--- config.mk ---
export PLATFORM = sky130hd
export DESIGN_NAME = ps2_mouse_packet_tracker
export DESIGN_NICKNAME = d
export VERILOG_FILES = /design/src/rtl/ps2mt_pkg.sv /design/src/rtl/ps2mt_in_stage.sv /design/src/rtl/ps2mt_tracker.sv /design/src/rtl/ps2mt_out_stage.sv /design/src/rtl/ps2_mouse_packet_tracker.sv
export VERILOG_INCLUDE_DIRS = /design/src /design/src/rtl
export SDC_FILE = /design/constraint.sdc
export NUM_CORES = 1
export LEC_CHECK = 0
export BUFFER_PORTS_ARGS = -buffer_cell sky130_fd_sc_hd__buf_2
export CAP_MARGIN = 20
export CORE_MARGIN = 1.5
export CORE_UTILIZATION = 25
export DETAILED_ROUTE_END_ITERATION = 7
export GPL_ROUTABILITY_DRIVEN = 0
export PLACE_DENSITY = 0.37
export SYNTH_ARGS = -nofsm -noshare
export SYNTH_HDL_FRONTEND = slang
export SYNTH_HIERARCHICAL = 1
export SYNTH_SLANG_ARGS = --single-unit
--- constraint.sdc ---
create_clock -name clk -period 4.4 [get_ports clk]
set_input_delay 1.1 -clock clk [delete_from_list [all_inputs] [get_ports clk]]
set_output_delay 1.1 -clock clk [all_outputs]
set_load 0.05 [all_outputs]
--- src/rtl/ps2_mouse_packet_tracker_macros.svh ---
// Assertion macros for the mouse packet tracker top level.
// Each macro samples on clk and is disabled while rst_n is low.
`ifndef PS2_MOUSE_PACKET_TRACKER_MACROS_SVH
`define PS2_MOUSE_PACKET_TRACKER_MACROS_SVH

// Same-cycle implication.
`define PS2MT_ASSERT_IMP(label, ante, cons) \
  label: assert property (@(posedge clk) disable iff (!rst_n) (ante) |-> (cons)) \
    else $error("assertion failed");

// Next-cycle implication.
`define PS2MT_ASSERT_NXT(label, ante, cons) \
  label: assert property (@(posedge clk) disable iff (!rst_n) (ante) |=> (cons)) \
    else $error("assertion failed");

`endif

--- src/rtl/ps2mt_pkg.sv ---
// Package for the PS/2 mouse packet tracker: payload types, codes and constants.
// No dependencies; every other RTL module imports it.
`timescale 1ns / 1ps
`default_nettype none

package ps2mt_pkg;

  localparam int COORD_BITS_DEF = 12;
  localparam int REG_W          = 12;

  localparam int SYNC_BIT_IDX  = 3;
  localparam int LEFT_BIT_IDX  = 0;
  localparam int RIGHT_BIT_IDX = 1;

  localparam int X_MAX_RST = 319;
  localparam int Y_MAX_RST = 199;
  localparam int X_POS_RST = 160;
  localparam int Y_POS_RST = 100;

  typedef enum logic [0:0] {
    CFG_X_MAX = 1'b0,
    CFG_Y_MAX = 1'b1
  } cfg_idx_t;

  // Position of the next byte inside a three-byte packet.
  typedef enum logic [1:0] {
    SLOT_HEAD = 2'd0,
    SLOT_DX   = 2'd1,
    SLOT_DY   = 2'd2
  } slot_t;

  typedef struct packed {
    logic [7:0] rx_byte;
    logic       from_aux;
  } in_t;

  typedef struct packed {
    logic             packet_done;
    logic [REG_W-1:0] pos_x;
    logic [REG_W-1:0] pos_y;
    logic             left_button;
    logic             right_button;
  } out_t;

  // Status from the tracker core toward the top level.
  typedef struct packed {
    slot_t slot;
  } trk_status_t;

endpackage

`default_nettype wire

--- src/rtl/ps2mt_in_stage.sv ---
// Input register stage of the PS/2 mouse packet tracker.
// Depends on ps2mt_pkg for the input payload type.
`timescale 1ns / 1ps
`default_nettype none

module ps2mt_in_stage (
  input  wire logic          clk,
  input  wire logic          rst_n,
  input  wire logic          in_valid,
  output logic               in_stall,
  input  wire ps2mt_pkg::in_t in_payload,
  input  wire logic          take,
  output logic               hold_valid,
  output ps2mt_pkg::in_t     hold_payload
);
  import ps2mt_pkg::*;

  logic valid_r;
  in_t  data_r;
  logic accept;

  // The held request leaves when downstream takes it, so a new one may
  // enter in the same cycle.
  assign in_stall = valid_r && !take;
  assign accept   = in_valid && !in_stall;

  always_ff @(posedge clk) begin
    if (!rst_n) begin
      valid_r <= 1'b0;
    end else if (accept) begin
      valid_r <= 1'b1;
    end else if (take) begin
      valid_r <= 1'b0;
    end
  end

  always_ff @(posedge clk) begin
    if (accept) begin
      data_r <= in_payload;
    end
  end

  assign hold_valid   = valid_r;
  assign hold_payload = data_r;

endmodule

`default_nettype wire

--- src/rtl/ps2mt_tracker.sv ---
// Packet assembly, position update with clamping, and limit registers.
// Depends on ps2mt_pkg for types, codes and reset constants.
`timescale 1ns / 1ps
`default_nettype none

module ps2mt_tracker #(
  parameter int COORD_BITS = ps2mt_pkg::COORD_BITS_DEF
) (
  input  wire logic                     clk,
  input  wire logic                     rst_n,
  input  wire logic                     cfg_we,
  input  wire ps2mt_pkg::cfg_idx_t      cfg_index,
  input  wire logic [ps2mt_pkg::REG_W-1:0] cfg_wdata,
  input  wire logic                     step,
  input  wire ps2mt_pkg::in_t           item,
  output ps2mt_pkg::out_t               result,
  output ps2mt_pkg::trk_status_t        status
);
  import ps2mt_pkg::*;

  localparam int SW = COORD_BITS + 2;
  localparam int EW = (COORD_BITS > REG_W) ? COORD_BITS : REG_W;

  logic [REG_W-1:0]      x_max_r, y_max_r;
  slot_t                 slot_r, slot_nxt;
  logic [7:0]            header_r, header_nxt;
  logic [7:0]            dx_r, dx_nxt;
  logic [COORD_BITS-1:0] x_pos_r, x_pos_nxt;
  logic [COORD_BITS-1:0] y_pos_r, y_pos_nxt;
  logic                  left_r, left_nxt;
  logic                  right_r, right_nxt;
  logic                  done;

  logic [EW-1:0]         x_lim_ext, y_lim_ext;
  logic [COORD_BITS-1:0] x_lim, y_lim;
  logic signed [SW-1:0]  x_sum, y_sum;
  logic [COORD_BITS-1:0] x_clamped, y_clamped;
  logic [EW-1:0]         x_out_ext, y_out_ext;

  always_ff @(posedge clk) begin
    if (!rst_n) begin
      x_max_r <= REG_W'(X_MAX_RST);
      y_max_r <= REG_W'(Y_MAX_RST);
    end else if (cfg_we) begin
      unique case (cfg_index)
        CFG_X_MAX: x_max_r <= cfg_wdata;
        CFG_Y_MAX: y_max_r <= cfg_wdata;
        default:   x_max_r <= x_max_r;
      endcase
    end
  end

  // Limits are zero-extended or cut to the coordinate width.
  assign x_lim_ext = EW'(x_max_r);
  assign y_lim_ext = EW'(y_max_r);
  assign x_lim     = x_lim_ext[COORD_BITS-1:0];
  assign y_lim     = y_lim_ext[COORD_BITS-1:0];

  // X moves by the stored delta, Y against the delta of this byte.
  assign x_sum = $signed({2'b00, x_pos_r}) + SW'($signed(dx_r));
  assign y_sum = $signed({2'b00, y_pos_r}) - SW'($signed(item.rx_byte));

  always_comb begin
    if (x_sum[SW-1]) begin
      x_clamped = '0;
    end else if (x_sum[SW-2:0] > (COORD_BITS+1)'(x_lim)) begin
      x_clamped = x_lim;
    end else begin
      x_clamped = x_sum[COORD_BITS-1:0];
    end
    if (y_sum[SW-1]) begin
      y_clamped = '0;
    end else if (y_sum[SW-2:0] > (COORD_BITS+1)'(y_lim)) begin
      y_clamped = y_lim;
    end else begin
      y_clamped = y_sum[COORD_BITS-1:0];
    end
  end

  // Next packet slot.
  always_comb begin
    slot_nxt = slot_r;
    if (step && item.from_aux) begin
      unique case (slot_r)
        SLOT_HEAD: if (item.rx_byte[SYNC_BIT_IDX]) slot_nxt = SLOT_DX;
        SLOT_DX:   slot_nxt = SLOT_DY;
        default:   slot_nxt = SLOT_HEAD;
      endcase
    end
  end

  // Data registers and the completion flag.
  always_comb begin
    header_nxt = header_r;
    dx_nxt     = dx_r;
    x_pos_nxt  = x_pos_r;
    y_pos_nxt  = y_pos_r;
    left_nxt   = left_r;
    right_nxt  = right_r;
    done       = 1'b0;
    if (step && item.from_aux) begin
      unique case (slot_r)
        SLOT_HEAD: if (item.rx_byte[SYNC_BIT_IDX]) header_nxt = item.rx_byte;
        SLOT_DX:   dx_nxt = item.rx_byte;
        default: begin
          x_pos_nxt = x_clamped;
          y_pos_nxt = y_clamped;
          left_nxt  = header_r[LEFT_BIT_IDX];
          right_nxt = header_r[RIGHT_BIT_IDX];
          done      = 1'b1;
        end
      endcase
    end
  end

  always_ff @(posedge clk) begin
    if (!rst_n) begin
      slot_r   <= SLOT_HEAD;
      header_r <= '0;
      dx_r     <= '0;
      x_pos_r  <= COORD_BITS'(X_POS_RST);
      y_pos_r  <= COORD_BITS'(Y_POS_RST);
      left_r   <= 1'b0;
      right_r  <= 1'b0;
    end else begin
      slot_r   <= slot_nxt;
      header_r <= header_nxt;
      dx_r     <= dx_nxt;
      x_pos_r  <= x_pos_nxt;
      y_pos_r  <= y_pos_nxt;
      left_r   <= left_nxt;
      right_r  <= right_nxt;
    end
  end

  assign x_out_ext = EW'(x_pos_nxt);
  assign y_out_ext = EW'(y_pos_nxt);

  always_comb begin
    result.packet_done  = done;
    result.pos_x        = x_out_ext[REG_W-1:0];
    result.pos_y        = y_out_ext[REG_W-1:0];
    result.left_button  = left_nxt;
    result.right_button = right_nxt;
  end

  assign status.slot = slot_r;

endmodule

`default_nettype wire

--- src/rtl/ps2mt_out_stage.sv ---
// Result register of the PS/2 mouse packet tracker.
// Depends on ps2mt_pkg for the result payload type.
`timescale 1ns / 1ps
`default_nettype none

module ps2mt_out_stage (
  input  wire logic            clk,
  input  wire logic            rst_n,
  input  wire logic            src_valid,
  output logic                 load,
  input  wire ps2mt_pkg::out_t src_payload,
  output logic                 out_valid,
  input  wire logic            out_stall,
  output ps2mt_pkg::out_t      out_payload
);
  import ps2mt_pkg::*;

  logic valid_r;
  out_t data_r;

  // The register can take a new result when empty or being drained.
  assign load = !valid_r || !out_stall;

  always_ff @(posedge clk) begin
    if (!rst_n) begin
      valid_r <= 1'b0;
    end else if (load) begin
      valid_r <= src_valid;
    end
  end

  always_ff @(posedge clk) begin
    if (load && src_valid) begin
      data_r <= src_payload;
    end
  end

  assign out_valid   = valid_r;
  assign out_payload = data_r;

endmodule

`default_nettype wire

--- src/rtl/ps2_mouse_packet_tracker.sv ---
// A request accepted into the input register is presented at out_valid from the result register.
// Throughput: one request per cycle, sustained, as long as out_stall stays low; the
// single compute pass between the input register and the result register sets it.
// Reset: rst_n is synchronous and active low; it empties both registers, sets the
// limits to 319 and 199, the position to 160/100, and clears buttons and packet slot.
`timescale 1ns / 1ps
`default_nettype none
`include "ps2_mouse_packet_tracker_macros.svh"

module ps2_mouse_packet_tracker #(
  parameter int COORD_BITS = ps2mt_pkg::COORD_BITS_DEF
) (
  input  wire logic                        clk,
  input  wire logic                        rst_n,
  input  wire logic                        cfg_we,
  input  wire ps2mt_pkg::cfg_idx_t         cfg_index,
  input  wire logic [ps2mt_pkg::REG_W-1:0] cfg_wdata,
  input  wire logic                        in_valid,
  output logic                             in_stall,
  input  wire ps2mt_pkg::in_t              in_payload,
  output logic                             out_valid,
  input  wire logic                        out_stall,
  output ps2mt_pkg::out_t                  out_payload
);
  import ps2mt_pkg::*;

  // Each request passes through three parts: the input register holds the
  // byte, the tracker applies it to the packet state and computes the result
  // from the updated state, and the result register presents it. The state
  // advances in the same cycle as the byte moves into the result register,
  // so the order of results always follows the order of requests.

  logic        hold_valid;
  in_t         hold_payload;
  logic        out_load;
  logic        step;
  out_t        result;
  trk_status_t status;

  // A held request is processed exactly when the result register can take it.
  assign step = hold_valid && out_load;

  ps2mt_in_stage u_in_stage (
    .clk          (clk),
    .rst_n        (rst_n),
    .in_valid     (in_valid),
    .in_stall     (in_stall),
    .in_payload   (in_payload),
    .take         (out_load),
    .hold_valid   (hold_valid),
    .hold_payload (hold_payload)
  );

  // Bytes from the keyboard port pass through with the state unchanged.
  ps2mt_tracker #(
    .COORD_BITS (COORD_BITS)
  ) u_tracker (
    .clk       (clk),
    .rst_n     (rst_n),
    .cfg_we    (cfg_we),
    .cfg_index (cfg_index),
    .cfg_wdata (cfg_wdata),
    .step      (step),
    .item      (hold_payload),
    .result    (result),
    .status    (status)
  );

  ps2mt_out_stage u_out_stage (
    .clk         (clk),
    .rst_n       (rst_n),
    .src_valid   (hold_valid),
    .load        (out_load),
    .src_payload (result),
    .out_valid   (out_valid),
    .out_stall   (out_stall),
    .out_payload (out_payload)
  );

  // The input side only stalls while a request waits in the input register.
  `PS2MT_ASSERT_IMP(a_stall_needs_held, in_stall, hold_valid)
  // A completed packet shows up as the next presented result.
  `PS2MT_ASSERT_NXT(a_done_presented, step && result.packet_done, out_valid && out_payload.packet_done)
  // After a completed packet the tracker waits for a new header.
  `PS2MT_ASSERT_NXT(a_done_rearms, step && result.packet_done, status.slot == SLOT_HEAD)

endmodule

`default_nettype wire
==> results of run 1 <==
## kinds of logic after synthesis
kind of cell	share of synthesized area
simple gates	0.1703
mux	0.05211
compound gates	0.1857
buf+inv	0.05490
fa+ha+maj	0.1141
flops	0.4049
xor+xnor	0.01801
## worst paths after layout
| path | from | to | slack (ns) | depth (start not counted) |
|---|---|---|---|---|
| min reg2reg | u_tracker/y_pos_r[0]$_SDFF_PN0_ | u_tracker/y_pos_r[0]$_SDFF_PN0_ | 0.47 | 2 |
| max | u_in_stage/hold_payload[2]$_DFFE_PP_ | u_out_stage/out_payload[13]$_DFFE_PP_ | 0.24 | 16 |
| max reg2reg | u_in_stage/hold_payload[2]$_DFFE_PP_ | u_out_stage/out_payload[13]$_DFFE_PP_ | 0.24 | 16 |
| min | u_tracker/y_pos_r[0]$_SDFF_PN0_ | u_tracker/y_pos_r[0]$_SDFF_PN0_ | 0.47 | 2 |
## cell type report
cell class / instances / area, µm²
fill: 2433 / 15930
multi-input combinational: 473 / 3171
sequential: 100 / 2362
timing repair buffer: 74 / 417.9
tap: 313 / 391.6
clock buffer: 9 / 225.2
inverter: 48 / 180.2
clock inverter: 7 / 96.34
## placed cells by master (no fill, tap or decap), types with 6 or more instances in the layout
| master | count |
|---|---|
| nand2_1 | 117 |
| dfxtp_1 | 64 |
| buf_2 | 55 |
| ha_1 | 50 |
| inv_1 | 47 |
| a21oi_1 | 45 |
| edfxtp_1 | 36 |
| mux2i_1 | 29 |
| o21ai_0 | 28 |
| nor2_1 | 26 |
| buf_4 | 19 |
| o211ai_1 | 19 |
| o21ai_1 | 11 |
| xnor2_1 | 11 |
| nand3_1 | 10 |
| clkbuf_16 | 9 |
| nor2b_1 | 9 |
| a21o_1 | 8 |
| o22ai_1 | 8 |
| nor3_1 | 8 |
| o21ai_2 | 8 |
| and2_1 | 7 |
| a211oi_1 | 7 |
| o21a_1 | 6 |
| nand2b_1 | 6 |
## flip-flops by register name, summed over array words and instances, names as in the netlist
register	cells
u_out_stage/out_valid	1
u_in_stage/hold_payload	9
u_tracker/status	2
u_out_stage/out_payload	27
u_tracker/x_pos_r	12
u_in_stage/hold_valid	1
u_tracker/header_r	2
u_tracker/x_lim	12
u_tracker/y_lim	12
u_tracker/y_pos_r	12
u_tracker/dx_r	8
u_tracker/left_r	1
u_tracker/right_r	1
## report_power, final
part           internal, mW  switching [mW]
Sequential            0.982          0.0181
Clock                 0.503           0.382
Combinational        0.0981           0.166
## stage by stage
step,setup TNS (ns),utilization,cell area (µm²),std cells
finish,0,0.3005,6844,1024
global route,0,0.3005,6844,1024
CTS,0,0.2996,6825,1024
detailed placement,-1.013,0.2845,6481,1005
global placement,-0.5015,0.2845,6481,1005
floorplan,0,-,5834,647
## tightest hold or removal path, cell delays in order (launching register included)
cell     delay (ns)
dfxtp_1        0.33
nand2_1        0.06
o21ai_2        0.05
## per-layer routing
layer	vias to the layer above	global-route usage
met2	80	0.2260
met4	0	0.03900
met3	12	0.02250
met1	2246	0.1960
li1	2420	-
met5	-	0
## repair_timing
item / CTS / global route
setup buffers: 3 / 0
endpoints found under the setup margin: 12 / 23
pin swaps: 0 / 0
resized for setup: 1 / 3
==> impl_metrics.toml, run 1 <==
[status]
status = "complete, no violations"

[sta]
hold_slack_ns = 0.4691
max_freq_ghz = 0.2407
hold_violations = 0
fin_ws_ns = 0.2450
min_period_ns = 4.155
worstMarginPinSlew_ns = 1.018
finalMaxSlewViolations = 0
fin_crit_sh = 0.9443
fin_skew_ns = 0.006606
rsz0062_at_grt = "false"
maxSlewHeadroom = 0.3198
final-setup-viol-count = 0

[route]
drtAntennaViolNets = 0
wl_met3_um = 610
met2_length_um = 7526
wl_met1_um = 8321
dr.first_iter.drc_count = 256
top_layer_used = "met4"
routed_via_density = 4.646
first_pass_iters = 4
vias = 4758
drc_errors = 0
wire_per_inst_um = 16.26
wirelength_um = 16650

[synth]
synth_warnings = 6
synth.avg_cell_area_um2 = 9.018
netlist-cell-type-count = 63
synth-seq-area-share = 0.4049
netlist.area_leader.share = 0.2196
synth-async-reset-ratio = 0
synth_edf_count = 36
ys_top_cells_by_count = "117 x nand2_1, 64 x dfxtp_1, 50 x ha_1"
syn_inst = 647
synth_nets = 726
synth_most_common_cell = "nand2_1"
synth_top_cell_by_area = "dfxtp_1"
ys_seq_elements = 100
syn_area_um2 = 5834
synthTopCellsByArea = "dfxtp_1 22%, edfxtp_1 19%, ha_1 11%"
ys.flop_type = "dfxtp_1"

[cts]
cts_sinks = 100
clkTransAtPathRegs_ns = 0.07
cts_tree = "yes"
holdBufCountCts = 0
ctsRootBufferMaster = "clkbuf_16"
clk_latency_ns = 0.35
cts_buffer_depth = 2
cts-buffers-inserted = 9
ctsHtreeMaxLevel = 3

[power_and_ir_drop]
cellLeakagePower_nw = 2.834
p_per_area_nw_per_um2 = 314.0
ir_drop_mv = 0.1766
total_power_mw = 2.149

[floorplanning]
die_width_um = 155.8
rows = 55
ioPinCount = 56
design.die.area_um2 = 24260
coreArea_um2 = 22780
dieHeight_um = 155.8
initial_core_util = 0.2561

[final_layout]
nNetsFinal = 785
n_antenna_cell = 0
final_layout_size_suffix_gt1_frac = 0.1603
syn2layout_area_growth_pct = 17.31

[setup_path]
end_kind = "flip-flop"
cp_max_fo = 7
cp.required_ns = 4.49
critPathBufInv = 2
critPathKind = "flip-flop to flip-flop"
cp_cell_sequence = "inv_1, ha_1, nor2b_1, o31ai_2, a21oi_1, or4_1, nand4_1, ha_1, nand3_1, nor4_1, a21oi_1, o21ai_0, nand4_2, buf_4, nor3b_1, a211oi_1"
crit_arrival_ns = 4.25
cp-start-kind = "flip-flop"
critical-path-top-delay-family = "simple AND/OR/NAND/NOR gates"
cpMaxStageDelayCell = "or4_1"
max_stage_delay_ns = 0.51

[global_route]
antenna_found_initial = 0
grtUsageTotal = 0.1411
grt_pass1_wl_um = 26080
grt_overflow = 0
grt_max_degree = 27
grt_pass1_vias = 4618

[placed_design]
place.port_buffers = 55
post-dp-hpwl_um = 12560
pre_cts_slack_ns = -0.1917

[flow_run]
drv_cap = 0

[worst_hold_path]
hp-class = "flip-flop to flip-flop"
Note: power is estimated with default switching activity, not from simulation.
==> run 2: changes to the inputs <==
- PLACE_DENSITY: 0.37 -> unset
==> impl_metrics.toml, run 2 (synthesized netlist as in run 1, its figures left out) <==
[status]
status = "complete, no violations"

[final_layout]
nNetsFinal = 783
final_common_cell = "nand2_1"
n_antenna_cell = 0
syn2layout_area_growth_pct = 16.92
final_cell_mix = "117 x nand2_1, 64 x dfxtp_1, 55 x buf_2"
final_layout_size_suffix_gt1_frac = 0.1566
largest_reg_flops = 27

[cts]
cts_sinks = 100
cts_buffer_depth = 2
clkTransAtPathRegs_ns = 0.07
clk_latency_ns = 0.36
ctsRootBufferMaster = "clkbuf_16"
cts_tree = "yes"
ctsHtreeMaxLevel = 3
cts-buffers-inserted = 9

[sta]
fin_skew_ns = 0.009904
rsz0062_at_grt = "false"
hold_violations = 0
final-setup-viol-count = 0
maxSlewHeadroom = 0.3223
final.setup.tns_ns = 0
min_period_ns = 4.196
fin_crit_sh = 0.9536
finalMaxSlewViolations = 0
max_freq_ghz = 0.2383
worstMarginPinSlew_ns = 1.013
fin_ws_ns = 0.2044

[floorplanning]
dieHeight_um = 155.8
ioPinCount = 56
design.die.area_um2 = 24260
rows = 55
coreArea_um2 = 22780
die_width_um = 155.8
initial_core_util = 0.2561

[global_route]
grt_pass1_vias = 4679
grt_pass1_wl_um = 24770
grt_max_degree = 29
grtUsageTotal = 0.1313
grt_overflow = 0
antenna_found_initial = 0

[setup_path]
r2r_start = "u_in_stage/hold_payload[1]$_DFFE_PP_"
reg2reg_to = "u_out_stage/out_payload[13]$_DFFE_PP_"
rrSetupSlack_ns = 0.20
critPathKind = "flip-flop to flip-flop"
cp.required_ns = 4.48
cp-start-kind = "flip-flop"
cp_max_fo = 7
crit_arrival_ns = 4.28
ff2ff_path_depth = 16
end_kind = "flip-flop"

[worst_hold_path]
hp-start = "u_tracker/dx_r[0]$_SDFFE_PN0P_"
hp-class = "flip-flop to flip-flop"
hold_end = "u_tracker/dx_r[0]$_SDFFE_PN0P_"
hold_depth = 2

[power_and_ir_drop]
ir_drop_mv = 0.1916
cellLeakagePower_nw = 2.819
p_per_area_nw_per_um2 = 311.7

[route]
wirelength_um = 15260
wire_per_inst_um = 14.93
drtAntennaViolNets = 0
vias = 4823
routed_via_density = 4.719
first_pass_iters = 5
drc_errors = 0
dr.first_iter.drc_count = 375

[placed_design]
post-dp-hpwl_um = 11440
pre_cts_slack_ns = 0.06464
place.port_buffers = 55

[flow_run]
drv_cap = 0
## run 2: cell type report
type | instances | area [µm²]
clock buffers | 9 | 225.2
clock inverters | 7 | 91.34
fillers | 2429 | 15960
inverters | 48 | 180.2
multi-input cells | 473 | 3168
flip-flops and latches | 100 | 2362
well taps | 313 | 391.6
repair buffers | 72 | 402.9
## run 2: how the worst max path moves through the flow
| stage | from | end | slack, ns | cells past startpoint |
|---|---|---|---|---|
| 2_1_floorplan | u_tracker/x_pos_r[0]$_SDFF_PN0_ | u_out_stage/out_payload[16]$_DFFE_PP_ | 0.60 | 17 |
| 3_3_place_gp | u_tracker/x_pos_r[0]$_SDFF_PN0_ | u_out_stage/out_payload[24]$_DFFE_PP_ | 0.24 | 16 |
| 3_5_place_dp | u_tracker/x_pos_r[0]$_SDFF_PN0_ | u_out_stage/out_payload[22]$_DFFE_PP_ | 0.06 | 16 |
| 4_1_cts | u_tracker/x_pos_r[0]$_SDFF_PN0_ | u_out_stage/out_payload[25]$_DFFE_PP_ | 0.02 | 16 |
| 5_1_grt | u_in_stage/hold_payload[1]$_DFFE_PP_ | u_out_stage/out_payload[9]$_DFFE_PP_ | 0.001 | 16 |
| 6_report | u_in_stage/hold_payload[1]$_DFFE_PP_ | u_out_stage/out_payload[13]$_DFFE_PP_ | 0.20 | 16 |
## run 2: worst max-delay path, cell delays in order, from the launching register on
cell	delay [ns]
edfxtp_1	0.44
ha_1	0.25
fa_1	0.41
nor2b_1	0.14
o21ai_1	0.11
o211ai_1	0.36
nand2_1	0.14
o211ai_1	0.26
ha_1	0.29
a21o_1	0.16
a21oi_1	0.21
o211ai_1	0.13
o21ai_0	0.23
nand4_2	0.13
buf_4	0.20
nor3b_1	0.34
a211oi_1	0.10
## run 2: report_power, final
group	internal [mW]	switching, mW
clock network	0.497	0.366
registers	0.983	0.0186
logic	0.0976	0.164
## run 2: repair_timing
action                                 4_1_cts  5_1_grt
buffers inserted                             0        4
endpoints found under the hold margin        0        0
setup endpoints to repair                    0       31
resized for setup                            0        4
hold buffers                                 0        0
## run 2: stage by stage
stage | power, mW | area (µm²) | hold slack [ns] | utilization | std cells
3_3_place_gp | 1.273 | 6459 | 0.4403 | 0.2835 | 1002
2_1_floorplan | 1.200 | 5834 | 0.4295 | - | 647
3_5_place_dp | 1.276 | 6459 | 0.4566 | 0.2835 | 1002
5_1_grt | 2.204 | 6822 | 0.4822 | 0.2995 | 1022
4_1_cts | 2.140 | 6775 | 0.4660 | 0.2974 | 1018
6_report | 2.126 | 6822 | 0.4681 | 0.2995 | 1022
## run 2: metal layers
| layer | wire length (µm) | share of wire | GRT usage | vias up |
|---|---|---|---|---|
| met2 | 6225 | 0.41 | 0.1939 | 142 |
| met1 | 8009 | 0.52 | 0.1897 | 2257 |
| li1 | - | - | - | 2413 |
| met4 | 131 | 0.0086 | 0.02630 | 0 |
| met5 | 0 | 0 | 0 | - |
| met3 | 890 | 0.058 | 0.03694 | 11 |
==> run 3: changes to the inputs <==
==> constraint.sdc (replaced) <==
create_clock -name clk -period 4.4 [get_ports clk]
set_input_delay 0.22 -clock clk [delete_from_list [all_inputs] [get_ports clk]]
set_output_delay 0.22 -clock clk [all_outputs]
set_load 0.05 [all_outputs]
==> impl_metrics.toml, run 3 (synthesized netlist as in run 1, its figures left out) <==
[route]
wire_per_inst_um = 14.99
drc_errors = 0
wirelength_um = 15230
routed_via_density = 4.773
drtAntennaViolNets = 0
dr.first_iter.drc_count = 443
first_pass_iters = 5
vias = 4849

[power_and_ir_drop]
total_power_mw = 2.114
p_per_area_nw_per_um2 = 311.3
cellLeakagePower_nw = 2.778
ir_drop_mv = 0.2189

[global_route]
grt_pass1_wl_um = 23880
grt_max_degree = 30
grt_pass1_vias = 4525
grtUsageTotal = 0.1268
grt_overflow = 0
antenna_found_initial = 0

[setup_path]
critPathKind = "flip-flop to flip-flop"
cp_max_fo = 14
cp-start-kind = "flip-flop"
crit_start = "u_in_stage/hold_payload[2]$_DFFE_PP_"
reg2reg_to = "u_out_stage/out_payload[9]$_DFFE_PP_"
end_kind = "flip-flop"
ff2ff_path_depth = 16
crit_arrival_ns = 4.16
rrSetupSlack_ns = 0.29
r2r_start = "u_in_stage/hold_payload[2]$_DFFE_PP_"
cp.required_ns = 4.45

[final_layout]
final_cells = 1016
final_layout_size_suffix_gt1_frac = 0.1439
final_common_cell = "nand2_1"
final_cell_mix = "117 x nand2_1, 64 x dfxtp_1, 55 x buf_2"
syn2layout_area_growth_pct = 16.38
largest_reg_flops = 27
nNetsFinal = 776

[floorplanning]
dieHeight_um = 155.8
initial_core_util = 0.2561
die_width_um = 155.8
design.die.area_um2 = 24260
coreArea_um2 = 22780
rows = 55
ioPinCount = 56

[cts]
cts-buffers-inserted = 9
cts_buffer_depth = 2
cts_tree = "yes"
cts_sinks = 100
holdBufCountCts = 0
ctsRootBufferMaster = "clkbuf_16"
clk_latency_ns = 0.35
clkTransAtPathRegs_ns = 0.07
ctsHtreeMaxLevel = 3

[sta]
fin_skew_ns = 0.01100
final-setup-viol-count = 0
worstMarginPinSlew_ns = 0.9830
min_period_ns = 4.106
fin_crit_sh = 0.9332
hold_violations = 0
finalMaxSlewViolations = 0
maxSlewHeadroom = 0.3440
hold_slack_ns = 0.04384
max_freq_ghz = 0.2436

[placed_design]
dp_cells = 997
post-dp-hpwl_um = 11400
place.port_buffers = 55

[worst_hold_path]
hp-class = "input port to flip-flop"
hp-start = "in_payload[6]"
hold_depth = 1
hold_end = "u_in_stage/hold_payload[6]$_DFFE_PP_"

[flow_run]
drv_cap = 0

[status]
status = "complete, no violations"
## run 3: cell count changes in the layout (fill, tap and decap cells not counted), sizes merged
cell,before,now
o31ai,3,4
clkinv,6,1
clkbuf,9,14
buf,72,64
diode,0,1
## run 3: metal layers
| layer | GRT usage | up-vias | routed length [µm] |
|---|---|---|---|
| met5 | 0 | - | 0 |
| met4 | 0.02494 | 0 | 140 |
| met3 | 0.03667 | 9 | 880 |
| met2 | 0.1869 | 142 | 6231 |
| met1 | 0.1830 | 2288 | 7978 |
| li1 | - | 2410 | - |
## run 3: stage by stage
stage	area [µm²]	TNS, ns	setup WS (ns)	utilization
2_1_floorplan	5834	0	0.5984	-
3_3_place_gp	6421	0	0.2411	0.2819
3_5_place_dp	6421	0	0.1094	0.2819
4_1_cts	6735	0	0.08191	0.2957
5_1_grt	6788	-0.004935	-0.004935	0.2980
6_report	6790	0	0.2941	0.2981
## run 3: worst max path at each step
stage          depth (start not counted)                                    end
6_report                              16   u_out_stage/out_payload[9]$_DFFE_PP_
4_1_cts                               16  u_out_stage/out_payload[23]$_DFFE_PP_
3_3_place_gp                          16  u_out_stage/out_payload[24]$_DFFE_PP_
3_5_place_dp                          16  u_out_stage/out_payload[16]$_DFFE_PP_
5_1_grt                               16   u_out_stage/out_payload[9]$_DFFE_PP_
2_1_floorplan                         17  u_out_stage/out_payload[16]$_DFFE_PP_
## run 3: where the power goes
group / leakage [nW] / switching (mW) / internal, mW
logic: 1.77 / 0.164 / 0.0930
registers: 0.855 / 0.0194 / 0.983
clock network: 0.151 / 0.339 / 0.516
## run 3: critical path: stages, from the launching register on
cell and delay [ns]:
edfxtp_1 0.48, inv_1 0.07, ha_1 0.28, nor2b_1 0.15
o31ai_2 0.35, a211oi_1 0.20, buf_4 0.19, a311o_1 0.40
ha_1 0.21, a21o_1 0.17, a21oi_1 0.21, o211ai_1 0.11
o21ai_0 0.24, nand4_2 0.10, buf_4 0.23, mux2i_1 0.24
o21ai_0 0.17
## run 3: final cells by class
cell class	count	area, µm²
flip-flops and latches	100	2362
inverters	48	180.2
diodes	1	2.502
clock inverters	2	60.06
multi-input cells	474	3197
fillers	2432	15990
repair buffers	64	342.8
well taps	313	391.6
clock buffers	14	254.0
## run 3: timing repair
action,4_1_cts,5_1_grt
resized for setup,0,6
buffers inserted,0,1
hold endpoints to repair,0,0
setup endpoints to repair,0,29
